[config.mk]
export PLATFORM = sky130hd
export DESIGN_NAME = gsa_ctrl
export DESIGN_NICKNAME = d
export VERILOG_FILES = /design/src/hw/rtl/gsa_pkg.sv /design/src/hw/rtl/gsa_ctrl.sv
export SDC_FILE = /design/constraint.sdc
export NUM_CORES = 1
export LEC_CHECK = 0
export BUFFER_PORTS_ARGS = -buffer_cell sky130_fd_sc_hd__buf_2
export CAP_MARGIN = 20
export CORE_MARGIN = 2
export CORE_UTILIZATION = 49
export CTS_BUF_LIST = sky130_fd_sc_hd__clkbuf_16
export DETAILED_ROUTE_END_ITERATION = 8
export GPL_ROUTABILITY_DRIVEN = 0
export HOLD_SLACK_MARGIN = 0.12
export PLACE_DENSITY = 0.91
export SYNTH_ARGS = -nofsm -noshare
export SYNTH_HDL_FRONTEND = slang
export SYNTH_SLANG_ARGS = --single-unit
[constraint.sdc]
create_clock -name clk -period 2.85 [get_ports clk]
set_input_delay 0.285 -clock clk [delete_from_list [all_inputs] [get_ports clk]]
set_output_delay 0.285 -clock clk [all_outputs]
set_load 0.05 [all_outputs]
[src/hw/rtl/gsa_pkg.sv]
package gsa_pkg;

  // Store geometry
  localparam int PLANES      = 4;
  localparam int MAX_ROWS    = 64;
  localparam int MAX_COLUMNS = 64;
  localparam int PLANE_W     = 2;
  localparam int ROW_W       = 6;
  localparam int COL_W       = 6;
  localparam int ADDR_W      = PLANE_W + ROW_W + COL_W;
  localparam int CELLS       = PLANES * MAX_ROWS * MAX_COLUMNS;

  // Configuration register indexes
  localparam logic [2:0] REG_TRUNC   = 3'd0;
  localparam logic [2:0] REG_CEILING = 3'd1;
  localparam logic [2:0] REG_ROWS    = 3'd2;
  localparam logic [2:0] REG_COLS    = 3'd3;
  localparam logic [2:0] REG_DEFAULT = 3'd4;

  // Controller to datapath commands
  typedef struct packed {
    logic clear;
    logic load;
    logic prep1;
    logic prep2;
    logic dsq;
    logic test;
    logic div_step;
    logic base;
    logic sq;
    logic mul;
    logic write;
    logic advance;
    logic rd;
    logic fin;
  } gsa_cmd_t;

  // Datapath to controller status
  typedef struct packed {
    logic clear_last;
    logic is_read;
    logic plane_ok;
    logic touch;
    logic direct;
    logic win_last;
    logic div_last;
  } gsa_status_t;

endpackage

[src/hw/rtl/gsa_ctrl.sv]
module gsa_ctrl
  import gsa_pkg::*;
(
  input  logic        clk,
  input  logic        rst_n,
  input  logic        in_valid,
  output logic        in_ready,
  output logic        out_valid,
  input  logic        out_ready,
  input  gsa_status_t status,
  output gsa_cmd_t    cmd
);

  localparam logic [3:0] S_IDLE  = 4'd0;
  localparam logic [3:0] S_CLEAR = 4'd1;
  localparam logic [3:0] S_PREP1 = 4'd2;
  localparam logic [3:0] S_PREP2 = 4'd3;
  localparam logic [3:0] S_DIST  = 4'd4;
  localparam logic [3:0] S_TEST  = 4'd5;
  localparam logic [3:0] S_DIV   = 4'd6;
  localparam logic [3:0] S_BASE  = 4'd7;
  localparam logic [3:0] S_SQ    = 4'd8;
  localparam logic [3:0] S_MUL   = 4'd9;
  localparam logic [3:0] S_WRITE = 4'd10;
  localparam logic [3:0] S_RD    = 4'd11;
  localparam logic [3:0] S_FIN   = 4'd12;

  logic [3:0] state_r, state_nxt;
  logic [1:0] sq_cnt_r, sq_cnt_nxt;
  logic       out_valid_r, out_valid_nxt;

  assign in_ready  = (state_r == S_IDLE);
  assign out_valid = out_valid_r;

  // Next state and commands
  always_comb begin
    state_nxt     = state_r;
    sq_cnt_nxt    = sq_cnt_r;
    out_valid_nxt = out_valid_r;
    cmd           = '0;
    if (out_valid_r && out_ready) begin
      out_valid_nxt = 1'b0;
    end
    case (state_r)
      S_CLEAR: begin
        cmd.clear = 1'b1;
        if (status.clear_last) state_nxt = S_IDLE;
      end
      S_IDLE: begin
        if (in_valid) begin
          cmd.load  = 1'b1;
          state_nxt = S_PREP1;
        end
      end
      S_PREP1: begin
        cmd.prep1 = 1'b1;
        if (status.is_read) state_nxt = S_RD;
        else if (!status.plane_ok) state_nxt = S_FIN;
        else state_nxt = S_PREP2;
      end
      S_PREP2: begin
        cmd.prep2 = 1'b1;
        state_nxt = S_DIST;
      end
      S_DIST: begin
        cmd.dsq   = 1'b1;
        state_nxt = S_TEST;
      end
      S_TEST: begin
        cmd.test = 1'b1;
        if (!status.touch) begin
          if (status.win_last) begin
            state_nxt = S_FIN;
          end else begin
            cmd.advance = 1'b1;
            state_nxt   = S_DIST;
          end
        end else if (status.direct) begin
          state_nxt = S_WRITE;
        end else begin
          state_nxt = S_DIV;
        end
      end
      S_DIV: begin
        cmd.div_step = 1'b1;
        if (status.div_last) state_nxt = S_BASE;
      end
      S_BASE: begin
        cmd.base   = 1'b1;
        sq_cnt_nxt = 2'd0;
        state_nxt  = S_SQ;
      end
      S_SQ: begin
        cmd.sq     = 1'b1;
        sq_cnt_nxt = sq_cnt_r + 2'd1;
        if (sq_cnt_r == 2'd2) state_nxt = S_MUL;
      end
      S_MUL: begin
        cmd.mul   = 1'b1;
        state_nxt = S_WRITE;
      end
      S_WRITE: begin
        cmd.write = 1'b1;
        if (status.win_last) begin
          state_nxt = S_FIN;
        end else begin
          cmd.advance = 1'b1;
          state_nxt   = S_DIST;
        end
      end
      S_RD: begin
        cmd.rd    = 1'b1;
        state_nxt = S_FIN;
      end
      S_FIN: begin
        if (!out_valid_r || out_ready) begin
          cmd.fin       = 1'b1;
          out_valid_nxt = 1'b1;
          state_nxt     = S_IDLE;
        end
      end
      default: begin
        state_nxt = S_IDLE;
      end
    endcase
  end

  always_ff @(posedge clk) begin
    if (!rst_n) begin
      state_r     <= S_CLEAR;
      sq_cnt_r    <= 2'd0;
      out_valid_r <= 1'b0;
    end else begin
      state_r     <= state_nxt;
      sq_cnt_r    <= sq_cnt_nxt;
      out_valid_r <= out_valid_nxt;
    end
  end

  // A taken item always leaves idle
  a_busy_after_accept: assert property (@(posedge clk) disable iff (!rst_n)
    in_valid && in_ready |=> state_r != S_IDLE)
    else $error("controller stayed idle after a transfer");

  // A new result only comes from the finish state
  a_result_source: assert property (@(posedge clk) disable iff (!rst_n)
    $rose(out_valid_r) |-> $past(state_r) == S_FIN)
    else $error("result raised outside finish");

  // Divider always hands over to the base step
  a_div_exit: assert property (@(posedge clk) disable iff (!rst_n)
    state_r == S_DIV && status.div_last |=> state_r == S_BASE)
    else $error("divider exit lost");

  // No new item while the store is being cleared
  a_clear_block: assert property (@(posedge clk) disable iff (!rst_n)
    state_r == S_CLEAR |-> !cmd.load)
    else $error("item taken during clear");

endmodule

[Word level (Yosys, flattened, before mapping)]
Index checks and enable logic that the tools add are counted.
Widths: inputs -> output; s select.
Storage, ports and cells
  bits in registers: 7
  input port bits: 11
  output and inout port bits: 16
  logic and storage cells: 61
Cells by class
  add/subtract/negate cells: 1
  equal/unequal tests: 18
  mux-type cells: 33
  reduce and logical (&&, ||, !) cells: 6
Operators by type and width (count)
  $pmux 4 s13: 1
  $mux 4: 10
  $eq 4x4->1 const B: 5
  $mux 1: 20
  $eq 4x3->1 const B: 4
  $ne 2x2->1 const B: 5
  $eq 4x2->1 const B: 2
  $reduce_and 5->1: 1
  $eq 4x1->1 const B: 1
  $logic_not 4->1: 1
  $pmux 2 s2: 1
  $add 2x1->2 const B: 1
  $eq 2x2->1 const B: 1
  $pmux 1 s2: 1
  $reduce_bool 2->1: 1
  $logic_and 1x1->1: 1
  $logic_not 1->1: 1
  $logic_or 1x1->1: 1

[Logic depth before layout (Yosys ltp)]
Gate-level depths: netlist of the first run.
  depth after elaboration: 4
  gate-level depth with buffers: 6
  depth with buffers taken out: 5

[Worst setup path before layout of the first run]
No wires, ideal clock.
  kind: reg2out
  start: register state_r[3]
  end: output cmd[2] (netlist name)
  data arrival time: 2223 ps
  data required time: 2565 ps
  setup slack: 342 ps
  cell stages (with the launch flop): 6
  path buffers: 1
  path through: dfxtp_1 -> buf_2 -> nand2b_1 -> nor2_1 -> a21oi_1 -> nor2_1
RTL lines
  from (decl): RTL line gsa_ctrl.sv:28  | logic [3:0] state_r, state_nxt;
  from (signal assigned): RTL line gsa_ctrl.sv:134  | state_r <= state_nxt;
  to (decl): RTL line gsa_ctrl.sv:11  | output gsa_cmd_t cmd

==> results of run 1 <==
==> power groups by stage <==
stage	logic [uW]	registers (uW)	clock network [uW]
2_1_floorplan	52.4	103	0
3_3_place_gp	59.8	109	0
3_5_place_dp	61.4	110	0
4_1_cts	61.9	109	237
5_1_grt	67.1	110	245
6_report	62.2	109	235
==> stage by stage <==
step / total power [uW] / hold WS (ns) / utilization / std cells / setup WS (ns)
2_1_floorplan: 155 / 0.358 / - / 92 / 0.342
3_3_place_gp: 169 / 0.497 / 0.600 / 126 / 1.11
3_5_place_dp: 172 / 0.519 / 0.600 / 126 / 1.05
4_1_cts: 407 / 0.293 / 0.662 / 130 / 0.812
5_1_grt: 422 / 0.303 / 0.662 / 130 / 0.614
6_report: 406 / 0.292 / 0.662 / 130 / 0.792
==> logic make-up after synthesis <==
family,after synthesis,synth area share
flip-flops,7,0.215
buffers and inverters,15,0.109
AO/OA/AOI/OAI,26,0.282
adder cells (fa/ha/maj),1,0.0192
AND/OR/NAND/NOR,43,0.375
==> state kept, by name, indices dropped and copies added (netlist names) <==
signal and flops:
out_valid 1, sq_cnt_r 2, state_r 4
==> Yosys cell counts <==
| master | n |
|---|---|
| ha_1 | 1 |
| nor4_1 | 1 |
| buf_6 | 1 |
| nand3_1 | 1 |
| and4bb_2 | 1 |
| clkbuf_1 | 2 |
| or4b_4 | 1 |
| o31a_1 | 2 |
| a32oi_1 | 1 |
| o31ai_1 | 2 |
| nand3b_1 | 1 |
| nand2b_1 | 3 |
| o311ai_2 | 1 |
| nor4bb_1 | 1 |
| buf_4 | 1 |
| or4_1 | 1 |
| nand4b_2 | 1 |
| inv_1 | 8 |
| o2bb2ai_2 | 1 |
| or2_2 | 1 |
| nor2b_1 | 4 |
| dfxtp_1 | 7 |
| a21o_1 | 2 |
| buf_2 | 3 |
| a2111oi_0 | 2 |
| nor3_1 | 4 |
| nor2_1 | 17 |
| o21ai_1 | 2 |
| or2b_1 | 1 |
| nor4b_1 | 1 |
| a31oi_1 | 1 |
| or3_1 | 1 |
| a211oi_1 | 1 |
| a21oi_1 | 6 |
| nand2_1 | 3 |
| o21ai_0 | 5 |
==> worst max-delay path, delay by kind of cell (launching register included) <==
kind / cells / cell delay (ns)
simple gates: 3 / 0.53
buf+inv: 1 / 0.26
compound gates: 1 / 0.08
flops: 1 / 0.66
==> per-layer routing <==
metal  global-route usage  share of wire  vias up
li1                     -              -      376
met5                    0              0        -
met3               0.0667          0.049        9
met1                0.322           0.43      358
met4                0.133          0.035        0
met2                0.385           0.49       35
==> worst max path at each step <==
stage	start	to	slack [ns]
2_1_floorplan	state_r[3]$_SDFFE_PN0P_	cmd[2]	0.34
3_3_place_gp	state_r[0]$_SDFFE_PN1P_	cmd[2]	1.11
3_5_place_dp	state_r[0]$_SDFFE_PN1P_	cmd[2]	1.05
4_1_cts	state_r[0]$_SDFFE_PN1P_	cmd[2]	0.81
5_1_grt	state_r[1]$_SDFFE_PN0P_	cmd[2]	0.61
6_report	state_r[0]$_SDFFE_PN1P_	cmd[2]	0.79
==> cell type report <==
class / count / area share
Tap cell: 15 / 0.0224
Clock buffer: 3 / 0.0894
Timing Repair Buffer: 26 / 0.155
Clock inverter: 1 / 0.00447
Sequential cell: 7 / 0.167
Inverter: 8 / 0.0358
Multi-Input combinational cell: 70 / 0.526
==> reports/qor.yml, run 1 <==
status:
  status: "finished, final reports clean"
timing:
  rsz0062_at_grt: "no"
  clock_skew_ns: 0.00313
  finalCritPeriodShare: 0.722
  hold_viol_final: 0
  drv_slew: 0
  fin_tns_setup_ns: 0
  fmaxAchievable_ghz: 0.486
  setup_violations: 0
  slew_headroom: 0.602
  max_slew.worst_pin.slew_ns: 0.596
  min_period_ns: 2.06
synth:
  ys.warnings.count: 0
  netlist_area_um2: 653
  ys_ff_latch: 7
  yosysTopAreaCellShare: 0.215
  yosysTopAreaCell: "dfxtp_1"
  syn_nets: 104
  synth_cell_types: 36
  synthCells: 92
  yosysSeqAreaShare: 0.215
  synthTopCellsByArea: "dfxtp_1 (21%), nor2_1 (9.8%), a21oi_1 (4.6%)"
  syn_area_per_cell_um2: 7.10
routing:
  firstDrtPassIters: 4
  viasPerCell: 5.98
  ant_nets: 0
  post-route-drc-count: 0
  wl_per_cell_um: 14.1
  via_count: 778
  drt_iter0_drc: 27
  wl_um: 1830
layout:
  fillers: 116
  final_common_cell: "buf_2"
  nNetsFinal: 128
  final_cell_mix: "buf_2 (26), nor2_1 (17), inv_1 (9)"
  stdcell_area_um2: 840
  diodes: 0
  syn2layout_area_growth_pct: 28.5
  final_layout_size_suffix_gt1_frac: 0.304
  multi_input_area_um2: 442
  regArea_um2: 140
worst_setup_path:
  cp-start-kind: "flop"
  path_cells: "or2b_1, nor2_1, a21oi_1, nor2_1, buf_2"
  worstPathMaxFanout: 19
  slowest_delay_ns: 0.66
  cp.arrival_ns: 1.77
  end_kind: "primary output"
  crit_slowest_cell: "dfxtp_1"
  regToRegSetupSlack_ns: 1.03
  r2r_cells: 4
  path_class: "flop to primary output"
  r2r-start: "state_r[1]$_SDFFE_PN0P_"
  critPathRequiredTime_ns: 2.57
  cp_common_cell: "nor2_1"
  r2r-end: "state_r[0]$_SDFFE_PN1P_"
global_route:
  grt_max_degree: 20
  track_usage: 0.254
  grt_pass1_vias: 627
  overflow: 0
  grt_antenna_before_repair: 0
  grt_pass1_wl_um: 2730
die:
  core_mm2: 0.00127
  dieWidth_um: 40.5
  io_pins: 27
  fp-row-count: 13
  initial_core_util: 0.515
  dieHeight_um: 40.5
  die-area_mm2: 0.00164
placed_design:
  dp_hpwl_um: 1260
  io_buffers: 26
  placed_area_um2: 761
flow_run:
  cap_violations: 0
power_and_ir_drop:
  p_clk_frac: 0.579
  power.internal_uw: 305
  p_per_area_mw_per_mm2: 484
  p_comb_frac: 0.153
  leakage_uw: 0.000393
  p_sw_frac: 0.249
  p_seq_frac: 0.268
  power_switching_uw: 101
  ir_drop_v: 0.000436
clocking:
  numCtsBuffers: 3
  clk_pin_slew_ns: 0.04
  ctsHoldBuffers: 0
  numClockSinks: 7
  root_buffer: "clkbuf_16"
  cts_tree: "built"
  clockBufferDepth: 2
  insertion_delay_ns: 0.23
  h-tree-depth: 1
  cts_resized: 0
  cts_setup_buffers: 0
worst_hold_path:
  worst_hold_path.endpoint: "state_r[0]$_SDFFE_PN1P_"
  min-delay-start: "rst_n"
  worstHoldPathType: "primary input to flop"
  min_path_cells: 2
(Power assumes the default switching activity.)
==> run 2: changes to the inputs <==
--- a/config.mk
+++ b/config.mk
@@ -8,12 +8,12 @@
 export BUFFER_PORTS_ARGS = -buffer_cell sky130_fd_sc_hd__buf_2
 export CAP_MARGIN = 20
 export CORE_MARGIN = 2
-export CORE_UTILIZATION = 49
+export CORE_UTILIZATION = 41
 export CTS_BUF_LIST = sky130_fd_sc_hd__clkbuf_16
 export DETAILED_ROUTE_END_ITERATION = 8
 export GPL_ROUTABILITY_DRIVEN = 0
 export HOLD_SLACK_MARGIN = 0.12
-export PLACE_DENSITY = 0.91
+export PLACE_DENSITY = 0.83
 export SYNTH_ARGS = -nofsm -noshare
 export SYNTH_HDL_FRONTEND = slang
 export SYNTH_SLANG_ARGS = --single-unit
==> constraint.sdc (replaced) <==
create_clock -name clk -period 1.8 [get_ports clk]
set_input_delay 0.18 -clock clk [delete_from_list [all_inputs] [get_ports clk]]
set_output_delay 0.18 -clock clk [all_outputs]
set_load 0.05 [all_outputs]
==> run 2 against run 1 <==
  * Sequential share of layout area shrank 0.45 points
  * Routed wire length shrank 3.3%
  * Combinational power grew 82%
  * Cell count grew 3.1%
  * Highest routed layer unchanged
  * Count of clock-buffer cells in the layout is the same
  * Via count shrank 3.7%
  * Register-to-register slack lost 0.83 ns
  * Non-clock buffer count grew 3
  * Global-route usage shrank 5.4 points
  * Critical endpoint is now cmd[5]
  * Core utilization shrank 7.4 points
  * Sequential cell count is the same
  * Design area grew 5.5%
  * Largest power group unchanged
==> reports/qor.yml, run 2 (synthesis gave the netlist of run 1 again) <==
status:
  status: "finished, final reports clean"  # unchanged
layout:
  largest_register_ffs: 4  # unchanged
  stdcell_count: 134  # was 130
  utilization: 0.588  # was 0.662
  nNetsFinal: 131  # was 128
  regArea_um2: 144  # was 140 um2
  final_common_cell: "buf_2"  # unchanged
  final_cell_mix: "buf_2 (26), nor2_1 (16), inv_1 (9)"  # was buf_2 (26), nor2_1 (17), inv_1 (9)
  diodes: 0  # unchanged
  final_layout_size_suffix_gt1_frac: 0.381  # was 0.304
  max_flop_register: "state_r"  # unchanged
  syn2layout_area_growth_pct: 35.6  # was 28.5%
  multi_input_area_um2: 460  # was 442 um2
  fillers: 133  # was 116
power_and_ir_drop:
  power_uw: 646  # was 406 uW
  ir_drop_v: 0.000644  # was 0.000436 V
  p_sw_frac: 0.243  # was 0.249
  leakage_uw: 0.000412  # was 0.000393 uW
  p_seq_frac: 0.259  # was 0.268
  power_switching_uw: 157  # was 101 uW
  p_per_area_mw_per_mm2: 729  # was 484 mW/mm2
  p_clk_frac: 0.567  # was 0.579
  power.internal_uw: 489  # was 305 uW
  p_comb_frac: 0.175  # was 0.153
global_route:
  track_usage: 0.200  # was 0.254
  grt_pass1_wl_um: 2860  # was 2730 um
  overflow: 0  # unchanged
  grt_antenna_before_repair: 0  # unchanged
  grt_max_degree: 15  # was 20
  grt_pass1_vias: 674  # was 627
clocking:
  ctsHoldBuffers: 0  # unchanged
  root_buffer: "clkbuf_16"  # unchanged
  cts_setup_buffers: 0  # unchanged
  clk_pin_slew_ns: 0.04  # about the same
  h-tree-depth: 1  # unchanged
  numCtsBuffers: 3  # unchanged
  cts_tree: "built"  # unchanged
  clockBufferDepth: 2  # unchanged
  numClockSinks: 7  # unchanged
  insertion_delay_ns: 0.23  # about the same
placed_design:
  dp_hpwl_um: 1260  # about the same
  dpl_worst_slack_ns: 0.200  # was 1.05 ns
  io_buffers: 26  # unchanged
  dpl.cell_count: 130  # was 126
die:
  die-area_mm2: 0.00193  # was 0.00164 mm2
  initial_core_util: 0.434  # was 0.515
  dieHeight_um: 43.9  # was 40.5 um
  fp-row-count: 14  # was 13
  core_mm2: 0.00151  # was 0.00127 mm2
  io_pins: 27  # unchanged
  dieWidth_um: 43.9  # was 40.5 um
routing:
  drt_iter0_drc: 26  # was 27
  wl_per_cell_um: 13.2  # was 14.1 um
  viasPerCell: 5.59  # was 5.98
  via_count: 749  # was 778
  firstDrtPassIters: 4  # unchanged
  wl_um: 1770  # was 1830 um
  ant_nets: 0  # unchanged
  post-route-drc-count: 0  # unchanged
worst_setup_path:
  cp.arrival_ns: 1.54  # was 1.77 ns
  crit_slowest_cell: "or4b_4"  # was dfxtp_1
  cp-start-kind: "flop"  # unchanged
  end_kind: "primary output"  # unchanged
  slowest_delay_ns: 0.58  # was 0.66 ns
  crit_family: "simple AND/OR/NAND/NOR gates"  # was flip-flops
  path_cells: "or4b_4, inv_1, buf_2"  # was or2b_1, nor2_1, a21oi_1, nor2_1, buf_2
  critPathRequiredTime_ns: 1.62  # was 2.57 ns
  regToRegSetupSlack_ns: 0.20  # was 1.03 ns
  path_class: "flop to primary output"  # unchanged
  path_buf_inv: 2  # was 1
  worstPathMaxFanout: 14  # was 19
timing:
  slew_headroom: 0.769  # was 0.602
  hold_viol_final: 0  # unchanged
  fmaxAchievable_ghz: 0.580
  setup_violations: 0  # unchanged
  min_period_ns: 1.72
  finalCritPeriodShare: 0.957
  max_slew.worst_pin.slew_ns: 0.338  # was 0.596 ns
  drv_slew: 0  # unchanged
  clock_skew_ns: 0.00265  # was 0.00313 ns
  rsz0062_at_grt: "no"  # unchanged
  fin_ws_ns: 0.0767  # was 0.792 ns
worst_hold_path:
  worstHoldPathType: "primary input to flop"  # unchanged
flow_run:
  cap_violations: 0  # unchanged
-- run 2: changes by cell type in the layout (fill, tap and decap cells not counted), sizes merged --
cell / change
buf: +3
-- run 2: final cells by class --
class | count | area share
clock buffer | 3 | 0.0847
sequential | 7 | 0.162
multi-input combinational | 70 | 0.520
inverter | 8 | 0.0339
clock inverter | 1 | 0.00424
timing repair buffer | 29 | 0.172
tap | 16 | 0.0226
-- run 2: per-stage QoR --
stage / hold WS, ns / instance area [um2] / TNS (ns)
after floorplan: 0.253 / 672 / -0.487
after global placement: 0.408 / 803 / 0
after detailed placement: 0.407 / 803 / 0
after CTS: 0.176 / 885 / 0
after global routing: 0.189 / 886 / 0
final: 0.180 / 886 / 0
-- run 2: power groups by stage --
stage / logic (uW) / clock network, uW / registers (uW)
final: 113 / 366 / 167
after global routing: 121 / 384 / 168
after CTS: 112 / 372 / 167
after detailed placement: 111 / 0 / 169
after global placement: 110 / 0 / 169
after floorplan: 86.7 / 0 / 163
-- run 2: timing repair --
action,in CTS,in global routing
pin swaps,0,0
endpoints found under the setup margin,2,1
resized for setup,2,1
-- run 2: final timing paths --
path,from,end,depth (start not counted)
min,rst_n,state_r[0]$_SDFFE_PN1P_,2
max reg2reg,state_r[0]$_SDFFE_PN1P_,state_r[3]$_SDFFE_PN0P_,4
max,state_r[2]$_SDFFE_PN0P_,cmd[5],3
min reg2reg,sq_cnt_r[0]$_SDFFE_PN0P_,sq_cnt_r[0]$_SDFFE_PN0P_,1
-- run 2: layer usage --
| layer | wire length, um | global-route usage |
|---|---|---|
| met1 | 758 | 0.244 |
| met2 | 839 | 0.306 |
| met3 | 123 | 0.0625 |
| met4 | 50 | 0.115 |
| met5 | 0 | 0 |
-- run 2: worst register-to-register path: cells and delay by family (launching register included) --
kind | cells | cell delay (ns)
AO/OA/AOI/OAI | 2 | 0.47
flip-flops | 1 | 0.47
AND/OR/NAND/NOR | 2 | 0.54
